--- src/rtl/ohlcv_bar_aggregator_top_assert.svh ---
// assertion helpers, clocked on clk and disabled in reset
`ifndef OHLCV_BAR_AGGREGATOR_TOP_ASSERT_SVH
`define OHLCV_BAR_AGGREGATOR_TOP_ASSERT_SVH

`define OLBA_AST_IMP(lbl, a, c) \
  lbl: assert property (@(posedge clk) disable iff (rst) (a) |-> (c)) \
    else $error("bar aggregator check failed");

`define OLBA_AST_NXT(lbl, a, c) \
  lbl: assert property (@(posedge clk) disable iff (rst) (a) |=> (c)) \
    else $error("bar aggregator check failed");

`endif

--- src/rtl/olba_pkg.sv ---
package olba_pkg;

  localparam int NUM_SLOTS_DEF = 4;
  localparam int NUM_REGS      = 4;
  localparam int LEN_W         = 16;
  localparam int STEP_W        = 31;
  localparam int FINAL_W       = 32;
  localparam int PX_W          = 32;
  localparam int QTY_W         = 32;
  localparam int SUM_W         = 64;
  localparam int CNT_W         = 32;
  localparam int CFG_IDX_W     = 8;

  typedef struct packed {
    logic [STEP_W-1:0] base;
    logic [PX_W-1:0]   px;
    logic [QTY_W-1:0]  qty;
    logic [SUM_W-1:0]  prod;
  } link_t;

  typedef struct packed {
    logic [STEP_W-1:0] bar_start;
    logic [PX_W-1:0]   open_px;
    logic [PX_W-1:0]   high_px;
    logic [PX_W-1:0]   low_px;
    logic [PX_W-1:0]   close_px;
    logic [SUM_W-1:0]  qty_sum;
    logic [SUM_W-1:0]  notional_sum;
    logic [CNT_W-1:0]  trades;
  } bar_t;

  typedef struct packed {
    logic              req;
    logic [STEP_W-1:0] base;
    logic [LEN_W-1:0]  len;
  } div_req_t;

  function automatic logic [LEN_W-1:0] len_reset_val(input int idx);
    logic [LEN_W-1:0] v;
    v = (idx == 0) ? LEN_W'(1) : '0;
    return v;
  endfunction

endpackage

--- src/rtl/olba_cell.sv ---
module olba_cell (
  input  logic                        clk,
  input  logic                        rst,
  input  logic                        hand_in,
  input  olba_pkg::link_t             link_in,
  input  logic [olba_pkg::LEN_W-1:0]  len,
  input  logic                        en,
  input  logic                        clr,
  input  logic                        div_done,
  input  logic [olba_pkg::STEP_W-1:0] div_open,
  output logic                        hand_out,
  output olba_pkg::link_t             link_out,
  output olba_pkg::div_req_t          req,
  output olba_pkg::bar_t              bar,
  output logic                        tok
);

  localparam int SW = olba_pkg::STEP_W;

  olba_pkg::link_t link;
  olba_pkg::bar_t  st;
  logic            live;
  logic [SW-1:0]   open_m1;
  logic [SW-1:0]   diff;
  logic            in_bar;
  logic            need_div;
  logic            go;

  assign open_m1  = st.bar_start - SW'(1);
  assign diff     = link.base - open_m1;
  assign in_bar   = live && (link.base >= open_m1) && (diff < SW'(len));
  assign need_div = en && !in_bar;
  assign go       = tok && (!need_div || div_done);

  assign hand_out = go;
  assign link_out = link;
  assign bar      = st;
  assign req.req  = tok && need_div;
  assign req.base = link.base;
  assign req.len  = len;

  always_ff @(posedge clk) begin
    if (rst) begin
      tok  <= 1'b0;
      live <= 1'b0;
    end else begin
      if (hand_in) begin
        tok  <= 1'b1;
        link <= link_in;
      end else if (go) begin
        tok <= 1'b0;
      end
      if (clr) begin
        live <= 1'b0;
      end else if (go) begin
        if (!en) begin
          live <= 1'b0;
        end else begin
          live <= 1'b1;
          st.close_px <= link.px;
          if (!in_bar) begin
            st.bar_start    <= div_open;
            st.open_px      <= link.px;
            st.high_px      <= link.px;
            st.low_px       <= link.px;
            st.qty_sum      <= olba_pkg::SUM_W'(link.qty);
            st.notional_sum <= link.prod;
            st.trades       <= olba_pkg::CNT_W'(1);
          end else begin
            if (link.px > st.high_px) st.high_px <= link.px;
            if (link.px < st.low_px) st.low_px <= link.px;
            st.qty_sum      <= st.qty_sum + olba_pkg::SUM_W'(link.qty);
            st.notional_sum <= st.notional_sum + link.prod;
            if (st.trades != '1) st.trades <= st.trades + olba_pkg::CNT_W'(1);
          end
        end
      end
    end
  end

endmodule
--- config.mk ---
export PLATFORM = sky130hd
export DESIGN_NAME = olba_cell
export DESIGN_NICKNAME = d
export VERILOG_FILES = /design/src/rtl/ohlcv_bar_aggregator_top_assert.svh /design/src/rtl/olba_pkg.sv /design/src/rtl/olba_cell.sv
export SDC_FILE = /design/constraint.sdc
export NUM_CORES = 1
export LEC_CHECK = 0
export BUFFER_PORTS_ARGS = -buffer_cell sky130_fd_sc_hd__buf_2
export CORE_MARGIN = 8
export CORE_UTILIZATION = 25
export CTS_CLUSTER_DIAMETER = 200
export DETAILED_ROUTE_END_ITERATION = 7
export GPL_TIMING_DRIVEN = 1
export HOLD_SLACK_MARGIN = 0.06
export PLACE_DENSITY = 0.43
export SLEW_MARGIN = 20
export SYNTH_ARGS = -nofsm -noshare
export SYNTH_HDL_FRONTEND = slang
export SYNTH_SLANG_ARGS = --single-unit
export TNS_END_PERCENT = 30
--- constraint.sdc ---
create_clock -name clk -period 27 [get_ports clk]
set_input_delay 5.4 -clock clk [delete_from_list [all_inputs] [get_ports clk]]
set_output_delay 5.4 -clock clk [all_outputs]
set_load 0.05 [all_outputs]
# Word level (Yosys, flattened, before mapping)
# Cells that the tools add are included.
# Widths: inputs -> output; s select.
# totals
output_inout_bits	528
reg_bits	480
# op_classes
muxes	8
reduce_logical	16
add_sub_neg	5
eq_ne	4
n_bitwise	3
order_cmp	4
# ops
cell	count
$mux 128	1
$mux 32	3
$add 64x32->64	1
$add 64x64->64	1
$mux 64	1
$add 32x1->32 const B	1
$gt 32x32->1	1
$lt 32x32->1	1
$ne 32x32->1 const B	1
$ge 31x31->1	1
$lt 31x16->1	1
$sub 31x1->31 const B	1
$sub 31x31->31	1
$reduce_and 5->1	4
$ne 2x1->1 const B	3
$logic_and 1x1->1	5
$reduce_and 4->1	1
$mux 1	3
$not 1->1	3
$logic_not 1->1	2
$reduce_and 2->1	1
$reduce_bool 2->1	1
$reduce_or 2->1	1
$logic_or 1x1->1	1

# Depth between registers and ports, before layout
# depth
word_depth	11
depth_mapped	27
ltp_nobuf	25

# Least setup slack after synthesis
# Ideal clock, no wire load.
# synth_path
path_type	in2out
start	input len[8] (netlist bit)
end	output hand_out
path_slack_ns	12.773
t_arrival_ns	8.827
stages	14
path_cell_list	inv_1 ha_1 a21o_1 a21oi_1 nor2b_1 o21ai_0 a211oi_1 a2111oi_0 nand4_1 or4_1 or4_4 buf_6 buf_2 a31oi_1
# synth_via
elab_chain_len	7
# synth_rtl
item	line	text
from (decl)	olba_cell.sv:6	input logic [olba_pkg::LEN_W-1:0] len,
$lt 31x16->1	olba_cell.sv:31	assign in_bar = live && (link.base >= open_m1) && (diff < SW'(len));
$logic_and 1x1->1	olba_cell.sv:31	
$logic_not 1->1	--	
$logic_and 1x1->1	olba_cell.sv:32	assign need_div = en && !in_bar;
$logic_not 1->1	olba_cell.sv:33	assign go = tok && (!need_div || div_done);
$logic_or 1x1->1	olba_cell.sv:33	
$logic_and 1x1->1	olba_cell.sv:33	
to (decl)	olba_cell.sv:11	output logic hand_out,
# No other way between the ends.

# Worst setup path after layout
# layout_path
start	input len[14] (netlist bit)
end	output hand_out
# Same word-level chain as after synthesis.

==> qor.yml <==
drive_above_1_share_pct: 29.3
ys_top_cells_by_count: "edfxtp_1, ha_1, nor2_1"
h-tree-depth: 2
antenna_found_initial: 9
max_stage_delay_ps: 680
wl_per_cell_um: 22.2
final-setup-viol-count: 0
timing.critical_path.from_type: "primary input"
dieArea_um2: 119000
postSynthCellCount: 2296
peakVddDrop_uv: 44.0
critPathRequiredTime_ps: 21600
r2r_start: "bar[293]"
path_class: "primary input to output pin"
post_cts.repair.setup_buffers: 0
crit_fanout: 22
ant_nets: 0
final.setup_skew_ps: 58.5
vias_per_cell: 4.58
synth_nets: 2717
seq_area_frac_synth_pct: 53.4
drc_errors: 0
dominantRegCellSynth: "edfxtp_1"
clk_pin_slew_ps: 60
synth_area_leaders: "edfxtp_1, ha_1, xnor2_1"
crit_top_cell: "buf_2"
pin_count: 740
fin_nets: 3435
grt_pass1_vias: 21262
grt_max_degree: 65
ys_ff_latch: 480
ff2ff_path_depth: 23
critical_path_buf_inv_count: 4
avgSynthCellArea_um2: 11.7
rsz0062_at_grt: "false"
fillCellCount: 11057
min_from: "link_out[80]"
cts_buffers: 61
min_to: "bar[112]"
syn_area_um2: 27000
io_buffer_count: 739
hold_ws_ps: 603
tightest_slew_ps: 1190
die_x_um: 344
p_leak_uw: 0.0140
finalInstanceArea_um2: 34100
outcome: "finished clean"
end_kind: "output pin"
relSlewSlack_pct: 18.5
fin_setup_tns_ps: 0
crit_family: "simple AND/OR/NAND/NOR gates"
yosysTopAreaCell: "edfxtp_1"
cts_root_buffer: "clkbuf_16"
cts_buffer_depth: 3
rows: 120
place.gp.congestion: 0.850
grt_usage_pct: 16.0
fin_crit_sh_pct: 54.1
slew_violations: 0
ys.warnings.count: 0
coreArea_um2: 107000
synth_top_area_share_pct: 53.2
cts.sinks: 480
drt-pass1-iter-count: 5
place_area_um2: 32000
hpwlAfterDp_um: 78800
routed-via-count: 20445
die_y_um: 344
power_density_nw_per_um2: 59.1
hold_violations: 0
dp_slack_ps: 12350
synth_most_common_cell: "edfxtp_1"
drtIter0Drc: 1017
r2r_slack_ps: 18120
min_delay_path_depth: 1
grt_overflow_total: 0
synth_edf_count: 478
wl_um: 99100
drv_cap: 0
arrival_ps: 9210
hp-class: "flip-flop to flip-flop"
path_cells: "buf_2 -> inv_1 -> ha_1 -> a21o_1 -> a32oi_1 -> o2111ai_1 -> a2111oi_0 -> buf_4 -> nand4_1 -> or4_1 -> or4_4 -> a31oi_1 -> buf_2"
clock_latency_ps: 690
cts_tree: "done"
cts_resized: 0
power_uw: 2010
synthToLayoutAreaGrowth_pct: 26.5
crit_slowest_cell: "or4_4"
synth_cell_types: 77
fin_ws_ps: 12390
hold_buffers: 0
async_flop_share_pct: 0
r2r_end: "bar[153]"
max_clock_freq_mhz: 68.5
grt_pass1_wl_um: 143000
period_minus_slack_ps: 14610
start_util_pct: 25.2
worst reg2reg max path: stages (launching register included):
cell	delay (ps)
edfxtp_1	470
nor4_1	450
nand3_1	250
or2_2	410
xor2_1	160
ha_1	350
o21a_1	130
o21ai_0	220
nor2_1	80
a21oi_1	400
a21boi_0	450
ha_1	330
a21o_1	190
a32oi_1	150
o2111ai_1	300
a2111oi_0	440
buf_4	210
nand4_1	120
or4_1	630
or4_4	680
a21oi_4	280
buf_4	540
buf_4	600
buf_4	640
cell type report:
type / instances / area [um^2] / area share (%)
Multi-Input combinational cell: 1579 / 11500 / 33.8
Tap cell: 1403 / 1760 / 5.15
Clock inverter: 36 / 492 / 1.44
Antenna cell: 4 / 10.0 / 0.0294
Inverter: 136 / 510 / 1.50
Sequential cell: 480 / 14400 / 42.2
Clock buffer: 72 / 1570 / 4.60
Timing Repair Buffer: 756 / 3830 / 11.2
cells in the final DEF, fill, tap and decap left out, types with 35 or more instances in the layout:
cell / netlist / layout
a21o_1: 73 / 73
a21oi_1: 150 / 148
buf_2: 7 / 739
clkbuf_16: 0 / 61
edfxtp_1: 478 / 478
ha_1: 206 / 206
inv_1: 136 / 136
mux2_1: 61 / 61
nand2_1: 128 / 128
nand3_1: 62 / 62
nand4_1: 43 / 43
nor2_1: 175 / 175
nor3_1: 35 / 35
o21ai_0: 77 / 77
xnor2_1: 105 / 105
xor2_1: 90 / 90
state kept, by name, summed over array words and instances, names as in the netlist:
register,cells
bar,319
link_out,159
live,1
tok,1
stage by stage:
step | util [%] | std cells
floorplan | - | 2296
global placement | 29.9 | 4354
detailed placement | 29.9 | 4354
CTS | 31.8 | 4462
global route | 31.8 | 4465
finish | 31.8 | 4466
logic make-up after synthesis:
group	synth area share [%]
AND/OR/NAND/NOR	10.9
XOR/XNOR	6.34
adder cells (fa/ha/maj)	9.78
flip-flops	53.4
multiplexers	3.66
buffers and inverters	4.11
AO/OA/AOI/OAI	11.8
power breakdown:
part | switching (uW) | internal (uW) | total [uW] | leakage, uW
Combinational | 198 | 94.5 | 292 | 0.00854
Clock | 347 | 501 | 848 | 0.000991
Sequential | 28.5 | 844 | 872 | 0.00446
Total | 573 | 1440 | 2010 | 0.0140
routing by layer:
metal  routed length [um]  GRT usage [%]  part of all wire, %
met5                   27              0                0.027
met4                 2160           3.98                  2.2
met3                 8090           5.29                  8.2
met2                48800           28.4                   49
met1                40000           18.5                   40
worst max path at each step:
stage / start / end / slack (ps) / depth (start not counted)
detailed placement: len[14] / hand_out / 12350 / 13
global placement: len[14] / hand_out / 12400 / 13
finish: len[14] / hand_out / 12390 / 13
global route: len[14] / hand_out / 12210 / 13
CTS: len[14] / hand_out / 12340 / 13
floorplan: len[8] / hand_out / 12770 / 14
Power figures use the tool's default switching activity.
