[src/rtl/ohlcv_bar_aggregator_top_assert.svh]
// assertion helpers, clocked on clk and disabled in reset
`ifndef OHLCV_BAR_AGGREGATOR_TOP_ASSERT_SVH
`define OHLCV_BAR_AGGREGATOR_TOP_ASSERT_SVH

`define OLBA_AST_IMP(lbl, a, c) \
  lbl: assert property (@(posedge clk) disable iff (rst) (a) |-> (c)) \
    else $error("bar aggregator check failed");

`define OLBA_AST_NXT(lbl, a, c) \
  lbl: assert property (@(posedge clk) disable iff (rst) (a) |=> (c)) \
    else $error("bar aggregator check failed");

`endif

[src/rtl/olba_pkg.sv]
package olba_pkg;

  localparam int NUM_SLOTS_DEF = 4;
  localparam int NUM_REGS      = 4;
  localparam int LEN_W         = 16;
  localparam int STEP_W        = 31;
  localparam int FINAL_W       = 32;
  localparam int PX_W          = 32;
  localparam int QTY_W         = 32;
  localparam int SUM_W         = 64;
  localparam int CNT_W         = 32;
  localparam int CFG_IDX_W     = 8;

  typedef struct packed {
    logic [STEP_W-1:0] base;
    logic [PX_W-1:0]   px;
    logic [QTY_W-1:0]  qty;
    logic [SUM_W-1:0]  prod;
  } link_t;

  typedef struct packed {
    logic [STEP_W-1:0] bar_start;
    logic [PX_W-1:0]   open_px;
    logic [PX_W-1:0]   high_px;
    logic [PX_W-1:0]   low_px;
    logic [PX_W-1:0]   close_px;
    logic [SUM_W-1:0]  qty_sum;
    logic [SUM_W-1:0]  notional_sum;
    logic [CNT_W-1:0]  trades;
  } bar_t;

  typedef struct packed {
    logic              req;
    logic [STEP_W-1:0] base;
    logic [LEN_W-1:0]  len;
  } div_req_t;

  function automatic logic [LEN_W-1:0] len_reset_val(input int idx);
    logic [LEN_W-1:0] v;
    v = (idx == 0) ? LEN_W'(1) : '0;
    return v;
  endfunction

endpackage

[src/rtl/olba_div.sv]
module olba_div (
  input  logic                          clk,
  input  logic                          rst,
  input  logic                          start,
  input  logic [olba_pkg::STEP_W-1:0]   dividend,
  input  logic [olba_pkg::LEN_W-1:0]    divisor,
  output logic                          done,
  output logic [olba_pkg::STEP_W-1:0]   aligned
);

  localparam int SW = olba_pkg::STEP_W;
  localparam int LW = olba_pkg::LEN_W;
  localparam int CW = $clog2(SW);

  typedef enum logic [3:0] {
    D_IDLE = 4'b0001,
    D_RUN  = 4'b0010,
    D_MUL  = 4'b0100,
    D_DONE = 4'b1000
  } dstate_t;

  dstate_t        state;
  logic [SW-1:0]  dvd;
  logic [LW-1:0]  dvs;
  logic [LW-1:0]  rem;
  logic [CW-1:0]  cnt;
  logic [SW-1:0]  prod;
  logic [LW:0]    rem_sh;
  logic           ge;

  assign rem_sh = {rem, dvd[SW-1]};
  assign ge     = rem_sh >= {1'b0, dvs};
  assign done    = (state == D_DONE);
  assign aligned = prod + SW'(1);

  always_ff @(posedge clk) begin
    if (rst) begin
      state <= D_IDLE;
    end else begin
      unique case (state)
        D_IDLE: begin
          if (start) begin
            dvd   <= dividend;
            dvs   <= divisor;
            rem   <= '0;
            cnt   <= '0;
            state <= D_RUN;
          end
        end
        D_RUN: begin
          rem <= ge ? LW'(rem_sh - {1'b0, dvs}) : rem_sh[LW-1:0];
          dvd <= {dvd[SW-2:0], ge};
          cnt <= cnt + CW'(1);
          if (cnt == CW'(SW - 1)) state <= D_MUL;
        end
        D_MUL: begin
          // quotient * divisor never exceeds the dividend
          prod  <= SW'(dvd * dvs);
          state <= D_DONE;
        end
        D_DONE: begin
          state <= D_IDLE;
        end
        default: state <= D_IDLE;
      endcase
    end
  end

endmodule

[config.mk]
export PLATFORM = sky130hd
export DESIGN_NAME = olba_div
export DESIGN_NICKNAME = d
export VERILOG_FILES = /design/src/rtl/ohlcv_bar_aggregator_top_assert.svh /design/src/rtl/olba_pkg.sv /design/src/rtl/olba_div.sv
export SDC_FILE = /design/constraint.sdc
export NUM_CORES = 1
export LEC_CHECK = 0
export BUFFER_PORTS_ARGS = -buffer_cell sky130_fd_sc_hd__buf_2
export CORE_MARGIN = 4
export CORE_UTILIZATION = 55
export CTS_CLUSTER_SIZE = 24
export DETAILED_ROUTE_END_ITERATION = 12
export PLACE_DENSITY = 0.73
export SETUP_SLACK_MARGIN = 0.3
export SYNTH_ARGS = -nofsm -noshare
export SYNTH_HDL_FRONTEND = slang
export SYNTH_SLANG_ARGS = --single-unit
[constraint.sdc]
create_clock -name clk -period 16.95 [get_ports clk]
set_clock_uncertainty 0.05 [all_clocks]
set_input_delay 3.39 -clock clk [delete_from_list [all_inputs] [get_ports clk]]
set_output_delay 3.39 -clock clk [all_outputs]
set_load 0.05 [all_outputs]
Yosys cells after proc, flatten, opt, wreduce, memory -nomap -nowiden. Index checks and enable logic that the tools add are counted.

Register bits after elaboration: 103.

$mul: 1. Reductions and logical operators: 5. Eq/ne operators: 7. Magnitude comparators: 1. $add $sub $neg: 3. Bitwise gates (word level): 1. Mux-type cells: 10.

Operators with widths (number): one-hot mux 31 bit (2 select lines) (1); 2-to-1 mux 16 bit (2); one-hot mux 16 bit (2 select lines) (1); adder 31 x 1 -> 31 bit, second input constant (1); multiplier 31 x 16 -> 31 bit (1); 2-to-1 mux 31 bit (1); greater-or-equal comparator 17 x 16 -> 1 bit (1); subtractor 16 bit (1); one-hot mux 4 bit (3 select lines) (1); one-hot mux 5 bit (2 select lines) (1); 2-to-1 mux 4 bit (2); AND reduction 3 bit (2); adder 5 x 1 -> 5 bit, second input constant (1); == test 5 bit, second input constant (1); 2-to-1 mux 5 bit (1); == test 4 x 1 -> 1 bit, second input constant (1); == test 4 x 2 -> 1 bit, second input constant (1); == test 4 x 3 -> 1 bit, second input constant (1); == test 4 bit, second input constant (1); != test 2 bit, second input constant (2); AND reduction 2 bit (2); nonzero test 2 bit (1); NOT 1 bit (1).

Longest topological paths before layout. Gate-level depths: netlist of run 1.

Word-level depth: 3. Mapped depth: 23.

Worst setup path after synthesis of run 1. Ideal clock, no wire load.

Kind: input port to flip-flop. From: input start. To: register cnt[0] (enable). Data required time: 16.156 ns. Data arrival time: 11.671 ns. Library setup time: 0.744 ns. Stages on the path: 2. Slack: 4.485 ns. Cell sequence: nand3b_1 > a2111oi_0.

Word-level cells in the longest chain between the ends: 2.

RTL lines: start: declaration (RTL line olba_div.sv:4) `input logic start,`; != test 2 bit (no line); AND reduction 3 bit (no line); end signal: assignment (RTL line olba_div.sv:53) `cnt <= cnt + CW'(1);`; end: declaration (RTL line olba_div.sv:26) `logic [CW-1:0] cnt;`.

No other way between the ends. A chain may end at the register's enable or synchronous reset.

Worst setup path in the final report of run 1.
From: register dvs[6]. To: register prod[29], data pin.

Word-level cells in the longest chain between the ends: 1.

RTL lines: start: declaration (RTL line olba_div.sv:24) `logic [LW-1:0] dvs;`; start signal: assignment (RTL line olba_div.sv:44) `dvs <= divisor;`; multiplier 31 x 16 -> 31 bit (RTL line olba_div.sv:58) `prod <= SW'(dvd * dvs);`; end signal: assignment (RTL line olba_div.sv:58); end: declaration (RTL line olba_div.sv:27) `logic [SW-1:0] prod;`.

No other way between the ends.

==> reports/metrics.cfg, run 1 <==
[status]
outcome = completed

[yosys]
synth_edf_count = 99
ys_warn_count = 0
synthesis.nets = 2173
syn_avg_cell_area_um2 = 9.24
synth-seq-cells = 103
synthTopCellsByArea = fa_1 36%, edfxtp_1 18%, nand2_1 8.3%, inv_1 8.1%, ha_1 6.5%
synth_cell_types = 59
syn_area_um2 = 16200
syn_inst = 1748
synth_most_common_cell = nand2_1
ys.flop_type = edfxtp_1
synth_top_area_share_pct = 36.1
synth_commonest_cells = 359 x nand2_1, 349 x inv_1, 291 x fa_1
async_flop_share_pct = 0
ys_seq_area_share_pct = 18.9
synthDominantAreaCellType = fa_1

[floorplanning]
row_count = 62
die_h_um = 179
die_w_um = 179
initial_utilization_pct = 56.0
core-area_um2 = 28900
die_area_um2 = 32200
ios = 82

[sta]
slew_headroom_pct = 20.2
hold_viol = 0
period_share_pct = 39.5
period_minus_slack_ns = 6.69
timing.setup.tns_ns = 0
rsz0062_at_grt = no
max_freq_mhz = 149
setup_viol = 0
slew_viol_final = 0
worst_pin_slew_ns = 1.20

[finish]
drive_gt1_share_pct = 7.49
syn_to_final_growth_pct = 6.54
finalNonFillerCells = 2172
diodes = 0
nets = 2208

[global_routing]
grt_max_degree = 54
grt_pass1_vias = 12500
antenna_found_initial = 0
grt.overflow.total = 0
track_usage_pct = 25.7
grt_pass1_wl_um = 64400

[clock_tree]
clk_path_buf_depth = 2
cts.clk_slew.worst_paths_ns = 0.10
cts_tree = built
cts_sinks = 103
clock_latency_ns = 0.39
cts_hold_buffers = 0
cts_resized = 0
cts_max_level = 3
clk_root_buffer_cell = clkbuf_16
cts_setup_buffers = 0
cts_made_buffers = 9

[place]
io_buffers = 81
gp_congestion = 0.901
hpwl_um = 29100
place_inst = 2156

[critical_path]
crit_path_start_kind = flip-flop
worst-r2r-cell-count = 21
required_ns = 17.04
critPathKind = flip-flop to flip-flop
rr_startpoint = dvs[6]$_DFFE_PP_
crit_fanout = 26
arrival_ns = 6.78
crit_path_start = dvs[6]$_DFFE_PP_
end_kind = flip-flop

[power_and_ir_drop]
power_density_nw_per_um2 = 218
power.leakage_nw = 8.10
power_frac_seq_pct = 12.6
p_int_mw = 1.86
switchingPower_mw = 1.89
irDropWorstVdd_mv = 0.311
swShare_pct = 50.5
clockPowerShare_pct = 6.2
share_comb_of_total_power_pct = 81.2

[detailed_routing]
vias = 11800
drt_iter0_drc = 913
drc = 0
avgRoutedWirePerCell_um = 17.9
antenna_left = 0
viasPerCell = 5.42
drt-pass1-iter-count = 5
routed_wl_um = 38800

[job]
maxCapViolCount = 0

[min_path]
hold_class = flip-flop to flip-flop
hold_path.startpoint = rem[7]$_SDFFCE_PN0P_
hold_depth = 2

-- kinds of logic (layout without fill, tap and decap cells) --
group | count (synthesis) | in the layout | synth area share [%]
and+or+nand+nor | 632 | 632 | 18.1
xor gates and xnor gates | 92 | 92 | 4.99
buffers and inverters | 420 | 460 | 9.82
AOI/OAI and AO/OA | 118 | 118 | 5.09
adders and majority gates | 375 | 375 | 42.6
muxes | 8 | 8 | 0.527
DFF | 103 | 103 | 18.9
-- worst max-delay path, cell delays in order (launching register included) --
cell	delay [ns]
edfxtp_1	1.15
nand2_1	0.18
fa_1	0.53
inv_1	0.05
fa_1	0.47
inv_1	0.05
fa_1	0.50
inv_1	0.05
fa_1	0.49
fa_1	0.52
inv_1	0.06
fa_1	0.47
inv_1	0.04
ha_1	0.33
a41o_1	0.20
a21oi_1	0.22
o21ai_0	0.23
a31oi_1	0.26
o211ai_1	0.17
a21o_1	0.19
a21oi_1	0.17
xnor2_1	0.08
-- placed cells by master (no fill, tap or decap), types with 9 or more instances in the layout --
master,count
nand4_1,11
a21o_1,10
xnor2_1,68
edfxtp_1,99
and3_1,10
ha_1,84
a21oi_1,32
nand2_1,359
clkbuf_16,9
o21a_1,9
xor2_1,24
and2_1,144
buf_4,14
nand3_1,21
inv_1,349
fa_1,291
buf_2,81
o21ai_0,22
nor2_1,48
-- metrics by stage --
step / cell area [µm²] / total power, mW / setup WS (ns) / util [%] / hold WS, ns
floorplan: 16200 / 2.80 / 4.49 / - / 0.431
global placement: 16900 / 3.37 / 10.55 / 58.5 / 0.499
detailed placement: 16900 / 3.49 / 10.37 / 58.5 / 0.529
CTS: 17200 / 3.73 / 10.36 / 59.6 / 0.559
global route: 17200 / 4.16 / 10.01 / 59.6 / 0.588
finish: 17200 / 3.75 / 10.26 / 59.6 / 0.567
-- power by group through the flow --
stage	clock [mW]	sequential (mW)	combinational, mW
after floorplan	0	0.459	2.34
after global placement	0	0.475	2.90
after detailed placement	0	0.475	3.01
after CTS	0.235	0.470	3.03
after global routing	0.246	0.472	3.44
final	0.233	0.470	3.04
-- path summary, 6_finish.rpt --
path | end | slack (ns)
max reg2reg | prod[29]$_DFFE_PP_ | 10.26
max | prod[29]$_DFFE_PP_ | 10.26
min reg2reg | rem[8]$_SDFFCE_PN0P_ | 0.57
min | rem[8]$_SDFFCE_PN0P_ | 0.57
-- area by class of cell --
class	instances	area, µm²
clock buffers	9	225
clock inverters	7	98.8
multi-input cells	1225	11500
repair buffers	95	510
flip-flops and latches	103	3050
fillers	2471	11600
inverters	349	1310
well taps	384	480
-- layer usage --
| metal | up-vias | part of all wire (%) | GRT usage, % |
|---|---|---|---|
| met5 | - | 0 | 0 |
| met4 | 0 | 2.7 | 7.87 |
| met3 | 74 | 7.1 | 4.28 |
| met2 | 463 | 48 | 43.0 |
| met1 | 5891 | 42 | 34.9 |
| li1 | 5353 | - | - |
-- sequential cells by signal, indices dropped and copies added, names as in the netlist --
name and flops:
dvs 16, state 4, prod 31, dvd 31
cnt 5, rem 16
Power figures use the tool's default switching activity.
==> run 2: changes to the inputs <==
==> constraint.sdc (replaced) <==
create_clock -name clk -period 6.3 [get_ports clk]
set_clock_uncertainty 0.05 [all_clocks]
set_input_delay 1.26 -clock clk [delete_from_list [all_inputs] [get_ports clk]]
set_output_delay 1.26 -clock clk [all_outputs]
set_load 0.05 [all_outputs]
==> reports/metrics.cfg, run 2 (synthesized netlist as in run 1, its figures left out) <==
[sta]
period_share_pct = 93.0  ; was 39.5%
setup_viol = 0  ; unchanged
fin_hold_ws_ns = 0.557  ; was 0.567 ns
timing.setup.tns_ns = 0  ; unchanged
rsz0062_at_grt = yes  ; was no
max_freq_mhz = 171  ; was 149 MHz
period_minus_slack_ns = 5.86  ; was 6.69 ns
slew_headroom_pct = 24.6  ; was 20.2%
slew_viol_final = 0  ; unchanged
hold_viol = 0  ; unchanged
timing.final.ws_setup_ns = 0.443  ; was 10.26 ns
worst_pin_slew_ns = 1.13  ; was 1.20 ns

[detailed_routing]
viasPerCell = 5.43  ; was 5.42
met3_length_um = 3240  ; was 2740 µm
drt_iter0_drc = 891  ; was 913
drc = 0  ; unchanged
vias = 12300  ; was 11,800
top_layer_used = met4  ; unchanged
wl_met1_um = 16800  ; was 16,300 µm
drt-pass1-iter-count = 6  ; was 5
antenna_left = 0  ; unchanged
avgRoutedWirePerCell_um = 18.3  ; was 17.9 µm
met2_length_um = 20100  ; was 18,800 µm
routed_wl_um = 41400  ; was 38,800 µm

[job]
maxCapViolCount = 0  ; unchanged

[finish]
syn_to_final_growth_pct = 13.3  ; was 6.54%
largest_registers = dvd x31, prod x31  ; unchanged
final_core_util_pct = 63.4  ; was 59.6%
final_cell_mix = 357 x nand2_1, 347 x inv_1, 284 x fa_1  ; was 359 x nand2_1, 349 x inv_1, 291 x fa_1
drive_gt1_share_pct = 14.0  ; was 7.49%
final_common_cell = nand2_1  ; unchanged
diodes = 0  ; unchanged
nets = 2301  ; was 2,208

[power_and_ir_drop]
finalPower_mw = 11.3  ; was 3.75 mW
power_density_nw_per_um2 = 615  ; was 218 nW/µm²
power.leakage_nw = 8.64  ; was 8.10 nW
irDropWorstVdd_mv = 0.725  ; was 0.311 mV

[critical_path]
critPathKind = flip-flop to flip-flop  ; unchanged
crit_path_start_kind = flip-flop  ; unchanged
arrival_ns = 5.92  ; was 6.78 ns
crit_fanout = 10  ; was 26
end_kind = flip-flop  ; unchanged
rrSetupSlack_ns = 0.44  ; was 10.26 ns
required_ns = 6.37  ; was 17.04 ns

[floorplanning]
ios = 82  ; unchanged
row_count = 62  ; unchanged
core-area_um2 = 28900  ; unchanged
initial_utilization_pct = 56.0  ; unchanged
die_w_um = 179  ; unchanged
die_area_um2 = 32200  ; unchanged
die_h_um = 179  ; unchanged

[place]
hpwl_um = 31900  ; was 29,100 µm
gp_congestion = 0.890  ; was 0.901
io_buffers = 81  ; unchanged
place_worst_setup_slack_ns = 0.0592  ; was 10.37 ns

[global_routing]
grt.overflow.total = 0  ; unchanged
grt_pass1_vias = 13000  ; was 12,500
grt_pass1_wl_um = 67400  ; was 64,400 µm
antenna_found_initial = 0  ; unchanged
grt_max_degree = 52  ; was 54
track_usage_pct = 26.9  ; was 25.7%

[clock_tree]
clock_latency_ns = 0.37  ; was 0.39 ns
cts.clk_slew.worst_paths_ns = 0.09  ; was 0.10 ns
cts_sinks = 103  ; unchanged
cts_made_buffers = 9  ; unchanged
clk_path_buf_depth = 2  ; unchanged
cts_max_level = 3  ; unchanged
cts_tree = built  ; unchanged
clk_root_buffer_cell = clkbuf_16  ; unchanged

[min_path]
hold_class = flip-flop to flip-flop  ; unchanged

[status]
outcome = completed  ; unchanged

[run 2: cell count changes in the layout (fill, tap and decap cells not counted), moves of 4 or more]
cell and change:
fa_1 -7, ha_2 +4, a21oi_2 +5, buf_12 +15
a21oi_1 -6, ha_4 +5, buf_6 +7, buf_4 +71
fa_2 +7, ha_1 -9
[run 2: worst max-delay path: stages, from the launching register on]
cell and delay [ns]:
edfxtp_1 0.39, buf_4 0.19, and2_1 0.20, fa_1 0.57
inv_1 0.07, fa_1 0.51, fa_1 0.52, inv_1 0.05
fa_1 0.48, fa_1 0.49, inv_1 0.05, fa_1 0.47
inv_1 0.06, ha_4 0.29, nand2_2 0.08, o311ai_4 0.39
a311oi_2 0.21, o21a_2 0.27, buf_4 0.14, xnor2_1 0.12
[run 2: per-layer routing]
metal / GRT usage [%] / vias to the layer above
met5: 0 / -
met4: 7.49 / 0
met3: 4.70 / 89
met2: 45.3 / 561
met1: 36.4 / 6114
li1: - / 5545
[run 2: power breakdown]
| group | total, mW | switching (mW) | internal [mW] |
|---|---|---|---|
| registers | 1.23 | 0.0333 | 1.20 |
| clock network | 0.620 | 0.330 | 0.290 |
| logic | 9.41 | 5.13 | 4.28 |
[run 2: final cells by class]
type | count | area (µm²)
Clock inverter | 7 | 88.8
Multi-Input combinational cell | 1225 | 11700
Tap cell | 384 | 480
Inverter | 349 | 1310
Clock buffer | 9 | 225
Fill cell | 2389 | 10600
Sequential cell | 103 | 3050
Timing Repair Buffer | 188 | 1420
[run 2: path summary, 6_finish.rpt]
path / start / endpoint / cells past startpoint
min reg2reg: state[2]$_SDFFE_PP0P_ / state[3]$_SDFFE_PP0P_ / 2
max: dvs[4]$_DFFE_PP_ / prod[24]$_DFFE_PP_ / 19
max reg2reg: dvs[4]$_DFFE_PP_ / prod[24]$_DFFE_PP_ / 19
min: state[2]$_SDFFE_PP0P_ / state[3]$_SDFFE_PP0P_ / 2
[run 2: what timing repair did]
action | in CTS | in global routing
buffers inserted | 27 | 20
resized for setup | 2 | 50
pin swaps | 0 | 15
endpoints found under the setup margin | 13 | 14
hold buffers | 0 | 0
[run 2: metrics by stage]
| stage | instances | instance area, µm² |
|---|---|---|
| 2_1_floorplan | 1748 | 16200 |
| 3_3_place_gp | 2202 | 17300 |
| 3_5_place_dp | 2202 | 17300 |
| 4_1_cts | 2245 | 17900 |
| 5_1_grt | 2265 | 18300 |
| 6_report | 2265 | 18300 |
